===== src/rtl/bc1_block_decoder_assert.svh =====
// Assertion macros for the BC1 block decoder.
// Expects clk and rst in the scope of the module that uses them.
`ifndef BC1_BLOCK_DECODER_ASSERT_SVH
`define BC1_BLOCK_DECODER_ASSERT_SVH

// same-cycle implication, checked outside reset
`define BC1_ASSERT_NOW(label, ante, cons, msg) \
  label: assert property (@(posedge clk) disable iff (rst) (ante) |-> (cons)) \
    else $error(msg);

// next-cycle implication, checked outside reset
`define BC1_ASSERT_NEXT(label, ante, cons, msg) \
  label: assert property (@(posedge clk) disable iff (rst) (ante) |=> (cons)) \
    else $error(msg);

`endif


===== src/rtl/bc1_pkg.sv =====
// Shared types, constants and channel math for the BC1 block decoder.
// No dependencies.
`default_nettype none

package bc1_pkg;

  localparam int COORD_W      = 12;
  localparam int CHAN_W       = 8;
  localparam int BLOCK_DIM    = 4;
  localparam int BLOCK_PIXELS = BLOCK_DIM * BLOCK_DIM;
  localparam int WIDTH_W      = 13;
  localparam int COORD_LIMIT  = 4096;

  localparam logic [WIDTH_W-1:0] IMAGE_WIDTH_RESET = 13'd256;
  localparam logic [15:0]        GREEN_MASK        = 16'h07E0;
  localparam logic [15:0]        BLUE_MASK         = 16'h001F;
  localparam logic [7:0]         CHAN_SCALE        = 8'd255;
  localparam logic [1:0]         INDEX_MASK        = 2'h3;
  localparam logic [9:0]         THIRD_RECIP       = 10'd683;

  typedef struct packed {
    logic [CHAN_W-1:0] red;
    logic [CHAN_W-1:0] green;
    logic [CHAN_W-1:0] blue;
  } rgb_t;

  typedef rgb_t [3:0] palette_t;

  typedef struct packed {
    logic [COORD_W-1:0] pixel_x;
    logic [COORD_W-1:0] pixel_y;
    rgb_t               color;
    logic               block_done;
  } pixel_t;

  // ((v*255 + n/2)/n + (v*255 + n/2))/n with n = 32 or 64
  function automatic logic [CHAN_W-1:0] expand_chan(input logic [5:0] v, input logic wide);
    logic [13:0] t;
    logic [14:0] s;
    logic [14:0] e;
    t = 14'(v) * 14'(CHAN_SCALE) + (wide ? 14'd32 : 14'd16);
    s = 15'(wide ? (t >> 6) : (t >> 5)) + 15'(t);
    e = wide ? (s >> 6) : (s >> 5);
    return e[CHAN_W-1:0];
  endfunction

  // floor(x/3) for x < 768, x*683 >> 11
  function automatic logic [CHAN_W-1:0] div3(input logic [9:0] x);
    logic [19:0] p;
    p = 20'(x) * 20'(THIRD_RECIP);
    return p[18:11];
  endfunction

endpackage

`default_nettype wire


===== src/rtl/bc1_palette.sv =====
// Endpoint expansion and four-entry palette build for one BC1 block.
// Depends on bc1_pkg.
`default_nettype none

module bc1_palette (
  input  wire logic [15:0]       color0,
  input  wire logic [15:0]       color1,
  output bc1_pkg::palette_t      palette
);

  bc1_pkg::rgb_t c0;
  bc1_pkg::rgb_t c1;
  logic          four;

  assign c0.red   = bc1_pkg::expand_chan({1'b0, color0[15:11]}, 1'b0);
  assign c0.green = bc1_pkg::expand_chan(6'((color0 & bc1_pkg::GREEN_MASK) >> 5), 1'b1);
  assign c0.blue  = bc1_pkg::expand_chan({1'b0, color0[4:0] & bc1_pkg::BLUE_MASK[4:0]}, 1'b0);
  assign c1.red   = bc1_pkg::expand_chan({1'b0, color1[15:11]}, 1'b0);
  assign c1.green = bc1_pkg::expand_chan(6'((color1 & bc1_pkg::GREEN_MASK) >> 5), 1'b1);
  assign c1.blue  = bc1_pkg::expand_chan({1'b0, color1[4:0] & bc1_pkg::BLUE_MASK[4:0]}, 1'b0);

  assign four = color0 > color1;

  function automatic logic [7:0] mix2(input logic [7:0] a, input logic [7:0] b, input logic f);
    logic [9:0] s;
    logic [8:0] m;
    s = {1'b0, a, 1'b0} + {2'b00, b};
    m = {1'b0, a} + {1'b0, b};
    return f ? bc1_pkg::div3(s) : m[8:1];
  endfunction

  always_comb begin
    palette[0]       = c0;
    palette[1]       = c1;
    palette[2].red   = mix2(c0.red,   c1.red,   four);
    palette[2].green = mix2(c0.green, c1.green, four);
    palette[2].blue  = mix2(c0.blue,  c1.blue,  four);
    palette[3].red   = four ? mix2(c1.red,   c0.red,   1'b1) : '0;
    palette[3].green = four ? mix2(c1.green, c0.green, 1'b1) : '0;
    palette[3].blue  = four ? mix2(c1.blue,  c0.blue,  1'b1) : '0;
  end

endmodule

`default_nettype wire


===== src/rtl/bc1_cell.sv =====
// One pixel cell of the output chain: loads its own pixel from the palette
// and shifts its neighbor's pixel toward the head. Depends on bc1_pkg.
`default_nettype none

module bc1_cell #(
  parameter int COL_OFS = 0,
  parameter int ROW_OFS = 0,
  parameter bit LAST    = 1'b0
) (
  input  wire logic                        clk,
  input  wire logic                        rst,
  input  wire logic                        load,
  input  wire logic                        advance,
  input  wire bc1_pkg::palette_t           palette,
  input  wire logic [1:0]                  idx,
  input  wire logic [bc1_pkg::COORD_W-1:0] base_x,
  input  wire logic [bc1_pkg::COORD_W-1:0] base_y,
  input  wire bc1_pkg::pixel_t             up_px,
  input  wire logic                        up_valid,
  output bc1_pkg::pixel_t                  px,
  output logic                             valid
);

  bc1_pkg::pixel_t own;

  always_comb begin
    own.pixel_x    = base_x + bc1_pkg::COORD_W'(COL_OFS);
    own.pixel_y    = base_y + bc1_pkg::COORD_W'(ROW_OFS);
    own.color      = palette[idx & bc1_pkg::INDEX_MASK];
    own.block_done = LAST;
  end

  always_ff @(posedge clk) begin
    if (rst) begin
      valid <= 1'b0;
    end else if (load) begin
      valid <= 1'b1;
    end else if (advance) begin
      valid <= up_valid;
    end
  end

  always_ff @(posedge clk) begin
    if (load) begin
      px <= own;
    end else if (advance) begin
      px <= up_px;
    end
  end

endmodule

`default_nettype wire


===== src/rtl/bc1_block_decoder.sv =====
// BC1 block decoder: one 64-bit block in, 16 pixels out, one per cycle unless stalled.
// First pixel: registered in the buffer, then in cell 0 when the chain is empty.
// Throughput: one pixel per cycle from the 16-cell chain while m_tready is high;
// the next block is held in a one-entry buffer and loads as the last pixel leaves.
// Reset: synchronous; clears the chain, buffer, block position, width to 256.
// Depends on bc1_pkg, bc1_palette, bc1_cell, bc1_block_decoder_assert.svh.
`default_nettype none
`include "bc1_block_decoder_assert.svh"

module bc1_block_decoder #(
  parameter int MAX_IMAGE_WIDTH = 4096
) (
  input  wire logic        clk,
  input  wire logic        rst,
  // config
  input  wire logic        psel,
  input  wire logic        penable,
  input  wire logic        pwrite,
  input  wire logic [2:0]  paddr,
  input  wire logic [31:0] pwdata,
  output logic      [31:0] prdata,
  output logic             pready,
  // block requests
  input  wire logic        s_tvalid,
  output logic             s_tready,
  input  wire logic [63:0] s_tdata,   // color0[15:0], color1[31:16], index_bits[63:32]
  input  wire logic        s_tuser,   // first_block
  // pixels
  output logic             m_tvalid,
  input  wire logic        m_tready,
  output logic [47:0]      m_tdata,   // pixel_x[11:0], pixel_y[23:12], red, green, blue
  output logic             m_tlast    // block_done
);

  localparam int WIDTH_CAP = (MAX_IMAGE_WIDTH < bc1_pkg::COORD_LIMIT) ?
                             MAX_IMAGE_WIDTH : bc1_pkg::COORD_LIMIT;
  localparam int NCELL = bc1_pkg::BLOCK_PIXELS;

  logic [bc1_pkg::WIDTH_W-1:0] image_width;
  logic [bc1_pkg::WIDTH_W-1:0] eff_width;
  logic                        cfg_wr;

  logic [bc1_pkg::COORD_W-1:0] block_column, block_column_next;
  logic [bc1_pkg::COORD_W-1:0] block_row, block_row_next;
  logic [bc1_pkg::COORD_W-1:0] base_col, base_row;

  logic                        hold_valid;
  logic [15:0]                 hold_c0, hold_c1;
  logic [31:0]                 hold_index;
  logic [bc1_pkg::COORD_W-1:0] hold_col, hold_row;

  logic                        accept;
  logic                        advance;
  logic                        load_go;
  bc1_pkg::palette_t           palette;

  bc1_pkg::pixel_t             cpx [NCELL+1];
  logic [NCELL:0]              cv;

  // config port
  assign pready = 1'b1;
  assign cfg_wr = psel & penable & pwrite & pready & (paddr[2] == 1'b0);
  assign prdata = (paddr[2] == 1'b0) ? {19'd0, image_width} : 32'd0;

  always_ff @(posedge clk) begin
    if (rst) begin
      image_width <= bc1_pkg::IMAGE_WIDTH_RESET;
    end else if (cfg_wr) begin
      image_width <= pwdata[bc1_pkg::WIDTH_W-1:0];
    end
  end

  assign eff_width = (image_width > bc1_pkg::WIDTH_W'(WIDTH_CAP)) ?
                     bc1_pkg::WIDTH_W'(WIDTH_CAP) : image_width;

  // chain control
  assign advance  = ~cv[0] | m_tready;
  assign load_go  = advance & ~cv[1] & hold_valid;
  assign s_tready = ~hold_valid | load_go;
  assign accept   = s_tvalid & s_tready;

  // block position
  always_comb begin
    base_col = s_tuser ? '0 : block_column;
    base_row = s_tuser ? '0 : block_row;
    if (({1'b0, base_col} + 13'd4) >= eff_width) begin
      block_column_next = '0;
      block_row_next    = base_row + 12'd4;
    end else begin
      block_column_next = base_col + 12'd4;
      block_row_next    = base_row;
    end
  end

  always_ff @(posedge clk) begin
    if (rst) begin
      block_column <= '0;
      block_row    <= '0;
      hold_valid   <= 1'b0;
    end else begin
      if (accept) begin
        block_column <= block_column_next;
        block_row    <= block_row_next;
      end
      if (accept) begin
        hold_valid <= 1'b1;
      end else if (load_go) begin
        hold_valid <= 1'b0;
      end
    end
  end

  always_ff @(posedge clk) begin
    if (accept) begin
      hold_c0    <= s_tdata[15:0];
      hold_c1    <= s_tdata[31:16];
      hold_index <= s_tdata[63:32];
      hold_col   <= base_col;
      hold_row   <= base_row;
    end
  end

  bc1_palette u_palette (
    .color0  (hold_c0),
    .color1  (hold_c1),
    .palette (palette)
  );

  // pixel chain, cell 0 is the output register
  assign cpx[NCELL] = '0;
  assign cv[NCELL]  = 1'b0;

  for (genvar i = 0; i < NCELL; i++) begin : g_cell
    bc1_cell #(
      .COL_OFS (i % bc1_pkg::BLOCK_DIM),
      .ROW_OFS (i / bc1_pkg::BLOCK_DIM),
      .LAST    (i == NCELL - 1)
    ) u_cell (
      .clk      (clk),
      .rst      (rst),
      .load     (load_go),
      .advance  (advance),
      .palette  (palette),
      .idx      (hold_index[2*i +: 2]),
      .base_x   (hold_col),
      .base_y   (hold_row),
      .up_px    (cpx[i+1]),
      .up_valid (cv[i+1]),
      .px       (cpx[i]),
      .valid    (cv[i])
    );
  end

  assign m_tvalid = cv[0];
  assign m_tlast  = cpx[0].block_done;
  assign m_tdata  = {cpx[0].color.blue, cpx[0].color.green, cpx[0].color.red,
                     cpx[0].pixel_y, cpx[0].pixel_x};

  `BC1_ASSERT_NOW(a_last_empties_chain, m_tvalid && m_tlast, !cv[1],
                  "pixels behind the last pixel of a block")
  `BC1_ASSERT_NEXT(a_load_shows_pixel, load_go, m_tvalid && !m_tlast,
                   "loaded block did not present its first pixel")
  `BC1_ASSERT_NEXT(a_hold_kept, hold_valid && !load_go, hold_valid,
                   "buffered block lost before loading")

endmodule

`default_nettype wire


===== config.mk =====
export PLATFORM = sky130hd
export DESIGN_NAME = bc1_block_decoder
export DESIGN_NICKNAME = d
export VERILOG_FILES = /design/src/rtl/bc1_pkg.sv /design/src/rtl/bc1_palette.sv /design/src/rtl/bc1_cell.sv /design/src/rtl/bc1_block_decoder.sv
export VERILOG_INCLUDE_DIRS = /design/src /design/src/rtl
export SDC_FILE = /design/constraint.sdc
export NUM_CORES = 2
export LEC_CHECK = 0
export ABC_AREA = 1
export ABC_CLOCK_PERIOD_IN_PS = 56300
export BUFFER_PORTS_ARGS = -buffer_cell sky130_fd_sc_hd__buf_2
export CAP_MARGIN = 20
export CORE_MARGIN = 2
export CORE_UTILIZATION = 45
export DETAILED_ROUTE_END_ITERATION = 8
export PLACE_DENSITY = 0.66
export RECOVER_POWER = 25
export SLEW_MARGIN = 15
export SYNTH_ARGS = -nofsm -noshare
export SYNTH_HDL_FRONTEND = slang
export SYNTH_SLANG_ARGS = --single-unit

===== constraint.sdc =====
create_clock -name clk -period 56.3 [get_ports clk]
set_input_delay 11.26 -clock clk [delete_from_list [all_inputs] [get_ports clk]]
set_output_delay 11.26 -clock clk [all_outputs]
set_load 0.02 [all_outputs]

==> Word level (Yosys, flattened, before mapping) <==
Cells that the tools add are included.
{ "word_totals": {"output_inout_bits": 84, "ff_bits": 926, "inputBits": 107, "elab_cells": 306} }
{ "classes": {"multipliers": 12, "n_reduce_logical": 2, "mux": 110, "order_cmp": 19, "bitwise": 12, "addsub": 30} }
{ "ops": {"columns": ["cell", "count"], "rows": [
  ["49-bit 2-to-1 mux", 32],
  ["24-bit binary-select mux with 2-bit select", 16],
  ["24-bit 2-to-1 mux", 16],
  ["10-bit by 10-bit multiplier with 19-bit output, second input constant", 6],
  ["9-bit by 8-bit adder with 10-bit output", 6],
  ["13-bit by 5-bit adder with 14-bit output, second input constant", 4],
  ["9-bit by 13-bit adder with 13-bit output", 4],
  ["5-bit by 8-bit multiplier with 13-bit output, second input constant", 4],
  ["12-bit by 2-bit adder with 12-bit output, second input constant", 4],
  ["2-bit by 3-bit less-than comparator with 1-bit output, second input constant", 16],
  ["12-bit 2-to-1 mux", 4],
  ["8-bit 2-to-1 mux", 6],
  ["1-bit 2-to-1 mux", 34],
  ["14-bit by 6-bit adder with 14-bit output, second input constant", 2],
  ["8-bit by 14-bit adder with 14-bit output", 2],
  ["6-bit by 8-bit multiplier with 14-bit output, second input constant", 2],
  ["8-bit by 8-bit adder with 9-bit output", 3],
  ["13-bit 2-to-1 mux", 2],
  ["12-bit by 1-bit adder with 12-bit output, second input constant", 2],
  ["12-bit by 3-bit adder with 12-bit output, second input constant", 2],
  ["16-bit > comparator", 1],
  ["12-bit by 3-bit adder with 13-bit output, second input constant", 1],
  ["13-bit >= comparator", 1],
  ["13-bit > comparator, second input constant", 1],
  ["other kinds (4)", 14]
]} }

==> Longest topological paths before layout <==
{ "logic_depth": {"word_depth": 9, "ltp_mapped": 63, "ltp_nobuf": 62} }

==> Hierarchy <==
From an unflattened synthesis, not the netlist that was laid out.
{ "hier_totals": {"hier_cells": 10340, "hier_area_um2": 78484.0} }
{ "by_module_without_submodules": {"columns": ["mod", "cells_per_inst", "seq_area_each_um2", "instances", "area_each_um2"], "rows": [
  ["bc1_palette", 3053, 0.0, 1, 22731.8],
  ["bc1_block_decoder", 500, 3403.3, 1, 5286.3],
  ["bc1_cell at g_cell[6].u_cell", 452, 1481.4, 1, 3365.7],
  ["bc1_cell at g_cell[15].u_cell", 466, 1481.4, 1, 3342.0],
  ["bc1_cell at g_cell[14].u_cell", 456, 1481.4, 1, 3305.7],
  ["bc1_cell at g_cell[7].u_cell", 469, 1481.4, 1, 3303.2],
  ["bc1_cell at g_cell[13].u_cell", 464, 1481.4, 1, 3294.4],
  ["bc1_cell at g_cell[5].u_cell", 455, 1481.4, 1, 3263.1],
  ["bc1_cell at g_cell[11].u_cell", 458, 1481.4, 1, 3253.1],
  ["bc1_cell at g_cell[9].u_cell", 440, 1481.4, 1, 3230.6],
  ["bc1_cell at g_cell[10].u_cell", 449, 1481.4, 1, 3204.3],
  ["bc1_cell at g_cell[12].u_cell", 394, 1481.4, 1, 3062.9],
  ["bc1_cell at g_cell[3].u_cell", 397, 1481.4, 1, 3040.4],
  ["bc1_cell at g_cell[1].u_cell", 391, 1481.4, 1, 3021.6],
  ["+4 rows", null, null, null, null]
]} }

==> Worst setup path before layout <==
No wires, ideal clock.
{ "synth_timing": {"path_type": "input-to-reg", "start": "input port m_tready", "end": "register g_cell[0].u_cell.px[10] (netlist bit), enable pin", "path_slack_ns": 22.105, "n_path_buf": 3, "arrival_ns": 32.763, "required_ns": 54.867, "path_stages": 5, "setup_ns": 1.433, "cell_sequence": "nor2_1 > inv_1 > clkbuf_1 > clkbuf_1 > clkbuf_1"} }
{ "synth_between": {"elab_chain_cells": 4} }
{ "synth_rtl": {"columns": ["element", "line", "source"], "rows": [
  ["from (decl)", "bc1_block_decoder.sv:30", "input wire logic m_tready,"],
  ["1-bit bitwise OR (*)", "bc1_block_decoder.sv:77", "assign advance = ~cv[0] | m_tready;"],
  ["1-bit AND (2 in series)", "bc1_block_decoder.sv:78", "assign load_go = advance & ~cv[1] & hold_valid;"],
  ["2-bit nonzero test (no line) (*)", null, null],
  ["to (signal assigned)", "bc1_cell.sv:45", "px <= own;"],
  ["to (signal assigned)", "bc1_cell.sv:47", "px <= up_px;"],
  ["to (decl)", "bc1_cell.sv:20", "output bc1_pkg::pixel_t px,"]
]} }
Every way passes the cells marked *; elsewhere a longest branch is shown, timed or not.
A chain may end at the register's enable or synchronous reset.

==> Final worst setup path <==
{ "layout_timing": {"start": "input port m_tready", "end": "output port s_tready"} }
{ "layout_between": {"elab_chain_cells": 4} }
{ "layout_rtl": {"columns": ["element", "line", "source"], "rows": [
  ["1-bit bitwise OR", "bc1_block_decoder.sv:77", null],
  ["1-bit AND (2 in series)", "bc1_block_decoder.sv:78", null],
  ["1-bit bitwise OR", "bc1_block_decoder.sv:79", "assign s_tready = ~hold_valid | load_go;"],
  ["to (decl)", "bc1_block_decoder.sv:25", "output logic s_tready,"]
]} }
No other way between the ends.

==> metrics <==
Hold Path Depth=2; achievable frequency=0.04124 GHz; clk buf depth=3; kind of critical path=in2out; Core ar.=162,800 um^2; register bit total from synthesis=926; Seq/Total Area, Yosys=36.71%; Post-DP HPWL=140,600 um; Crit. End Element=primary output; Reg-to-Reg End=g_cell[15].u_cell.px[23]; asr flop ratio synth=0%; Distinct cells, synth=70; CTS Root Cell=clkbuf_16; slowest cell delay on critical path=1030 ps; final antenna-violating net count=0; Layout area overhead=6.935%; largest net degree at the start of global routing=198; cells after synthesis=9,112; Clock Skews=63.53 ps; CP Launch Point=m_tready; Die Y-Extent=409.1 um; Critical Path RT=45,040 ps; Worst Path Arrival=12,990 ps; Util after Layout=48.51%; Starting Density=45.37%; unrepaired setup endpoints after global routing=no; CTS tree=built; 1st-pass router iterations=9; Via density=5.802; worst r2r path cells=50; RR Startpoint=hold_c1[13]; slowest stage cell on the critical path=clkbuf_1; CTS buffer count=109; Max-Cap Viols=15; gr ovfl total=0; Ports=191; postcts setup bufs=0; initial antenna violation count=2; Via Count=64,520; Synth warnings=0; crit start category=input pin; hold_buf cts=0; crit-path max FO=33; DRC=0; Post-Syn Area=73,840 um^2; setup TNS=0 ps; PortBufs=149; most frequent cell on the critical path=buf_2; vias in the first global route=60,970; Placer Congestion=0.8853; Final Hold Fails=0; end point of the critical path=s_tready; wire per inst=19.52 um; H-tree levels=3; Max Slew Vio Count=1,502; average cell area after synthesis=8.104 um^2; initial drt markers=7,867; post-cts sizing count=0; Tmin final=24,250 ps; CTS clk-pin slew, worst paths=60 ps; Final #Nets=9,814; Sink Count=926; failing checks=max-capacitance violations, max-slew violations; first-pass GRT wire length=339,100 um; final WL=217,000 um; total die area=167,400 um^2; ratio of cells with drive above 1 in the final layout=6.743%; ys flop type=edfxtp_1; Setup-failing EPs final=0; number of flops mapped to enable cells by yosys=856; Final Cycle Share=43.07%; clk_lat worst skew=780 ps; Max transition margin=-481.4%; Hold Path Class=reg2reg; die width=409.1 um; critical-path cell list=buf_2, nor2_2, clkbuf_1, nor2_1, inv_1, nand2_1, buf_2; Total Routing Usage GR=25.25%; FP Rows=148; r2r setup slk=43,220 ps; slew of the pin with the lowest slew margin=8720 ps; status=finished, violations left
[worst min-delay path by stage]
| stage | start | end | slack (ps) |
|---|---|---|---|
| final | block_column[1] | block_column[1] | 440 |
| after CTS | block_column[1] | block_column[1] | 440 |
| after floorplan | block_column[0] | block_column[0] | 420 |
| after detailed placement | block_column[1] | block_column[1] | 430 |
| after global placement | block_column[0] | block_column[0] | 430 |
| after global routing | block_column[1] | block_column[1] | 470 |
[flip-flops by register name (all words and copies together), names as in the netlist]
| name | count |
|---|---|
| g_cell.u_cell.px | 784 |
| hold_index | 32 |
| g_cell.u_cell.valid | 16 |
| hold_c0 | 16 |
| hold_c1 | 16 |
| image_width | 13 |
| block_column | 12 |
| block_row | 12 |
| hold_col | 12 |
| hold_row | 12 |
| hold_valid | 1 |
[routing by layer]
layer,vias to the layer above,wire length [um],track usage [%]
met3,563,22130,4.560
met1,30460,91290,34.86
met5,-,0,0
met2,3051,94580,39.15
met4,0,9027,10.17
li1,30450,-,-
[layout by cell type (no fill, tap or decap), drive strengths merged, types with 70 or more instances in the layout]
cell type | netlist | layout
a21boi | 72 | 72
a21oi | 875 | 875
a22oi | 79 | 79
buf | 149 | 190
clkbuf | 501 | 197
dfxtp | 70 | 70
edfxtp | 856 | 856
fa | 218 | 218
ha | 638 | 638
inv | 878 | 882
nand2 | 2095 | 2095
nand3 | 913 | 913
nor2 | 381 | 381
o211ai | 119 | 119
o21ai | 818 | 818
xor2 | 95 | 95
[stage by stage]
stage / setup WS [ps] / instance area (um^2) / instances / hold slack, ps
global placement: 32760 / 75410 / 10910 / 430.7
CTS: 32740 / 79070 / 11120 / 442.9
floorplan: 22100 / 73910 / 9130 / 422.5
global route: 31840 / 78960 / 11120 / 471.6
detailed placement: 32750 / 75430 / 10910 / 432.9
finish: 32050 / 78970 / 11120 / 441.7
[logic make-up after synthesis]
family,Yosys count,share of synthesized area [%]
AND/OR/NAND/NOR,3545,20.55
AO/OA/AOI/OAI,2105,15.97
buffers and inverters,1541,8.375
flip-flops,926,36.71
adder cells (fa/ha/maj),856,16.72
XOR/XNOR,137,1.676
other,2,0.01017
[final cells by class]
class / instances / area (um^2)
fillers: 15480 / 83810
clock inverters: 76 / 849.6
well taps: 2175 / 2721
clock buffers: 127 / 2795
flip-flops and latches: 926 / 27110
inverters: 891 / 3348
multi-input cells: 6663 / 40640
repair buffers: 260 / 1500
diodes: 2 / 5.005
[synth_stat cells, types with 54 or more instances]
library cell  instances  share of area [%]
nand2_1            2041                 10
nand3_1             891                6.0
inv_1               864                4.4
a21oi_1             860                5.8
edfxtp_1            856                 35
o21ai_0             723                4.9
ha_1                638                 11
clkbuf_1            501                2.5
nor2_1              373                1.9
fa_1                218                5.9
o211ai_1            118                1.2
xor2_1               90                1.1
o21ai_1              88               0.60
a22oi_1              79               0.80
buf_4                75               0.76
dfxtp_1              70                1.9
a31o_2               54               0.64
[worst max-delay path: cells and delay by family]
family / cells / cell delay, ps
buf+inv: 4 / 1410
simple gates: 3 / 300
Power is left out: the tool's default activity adds up to more than one toggle a clock period on the data nets, which glitch-free logic cannot reach.
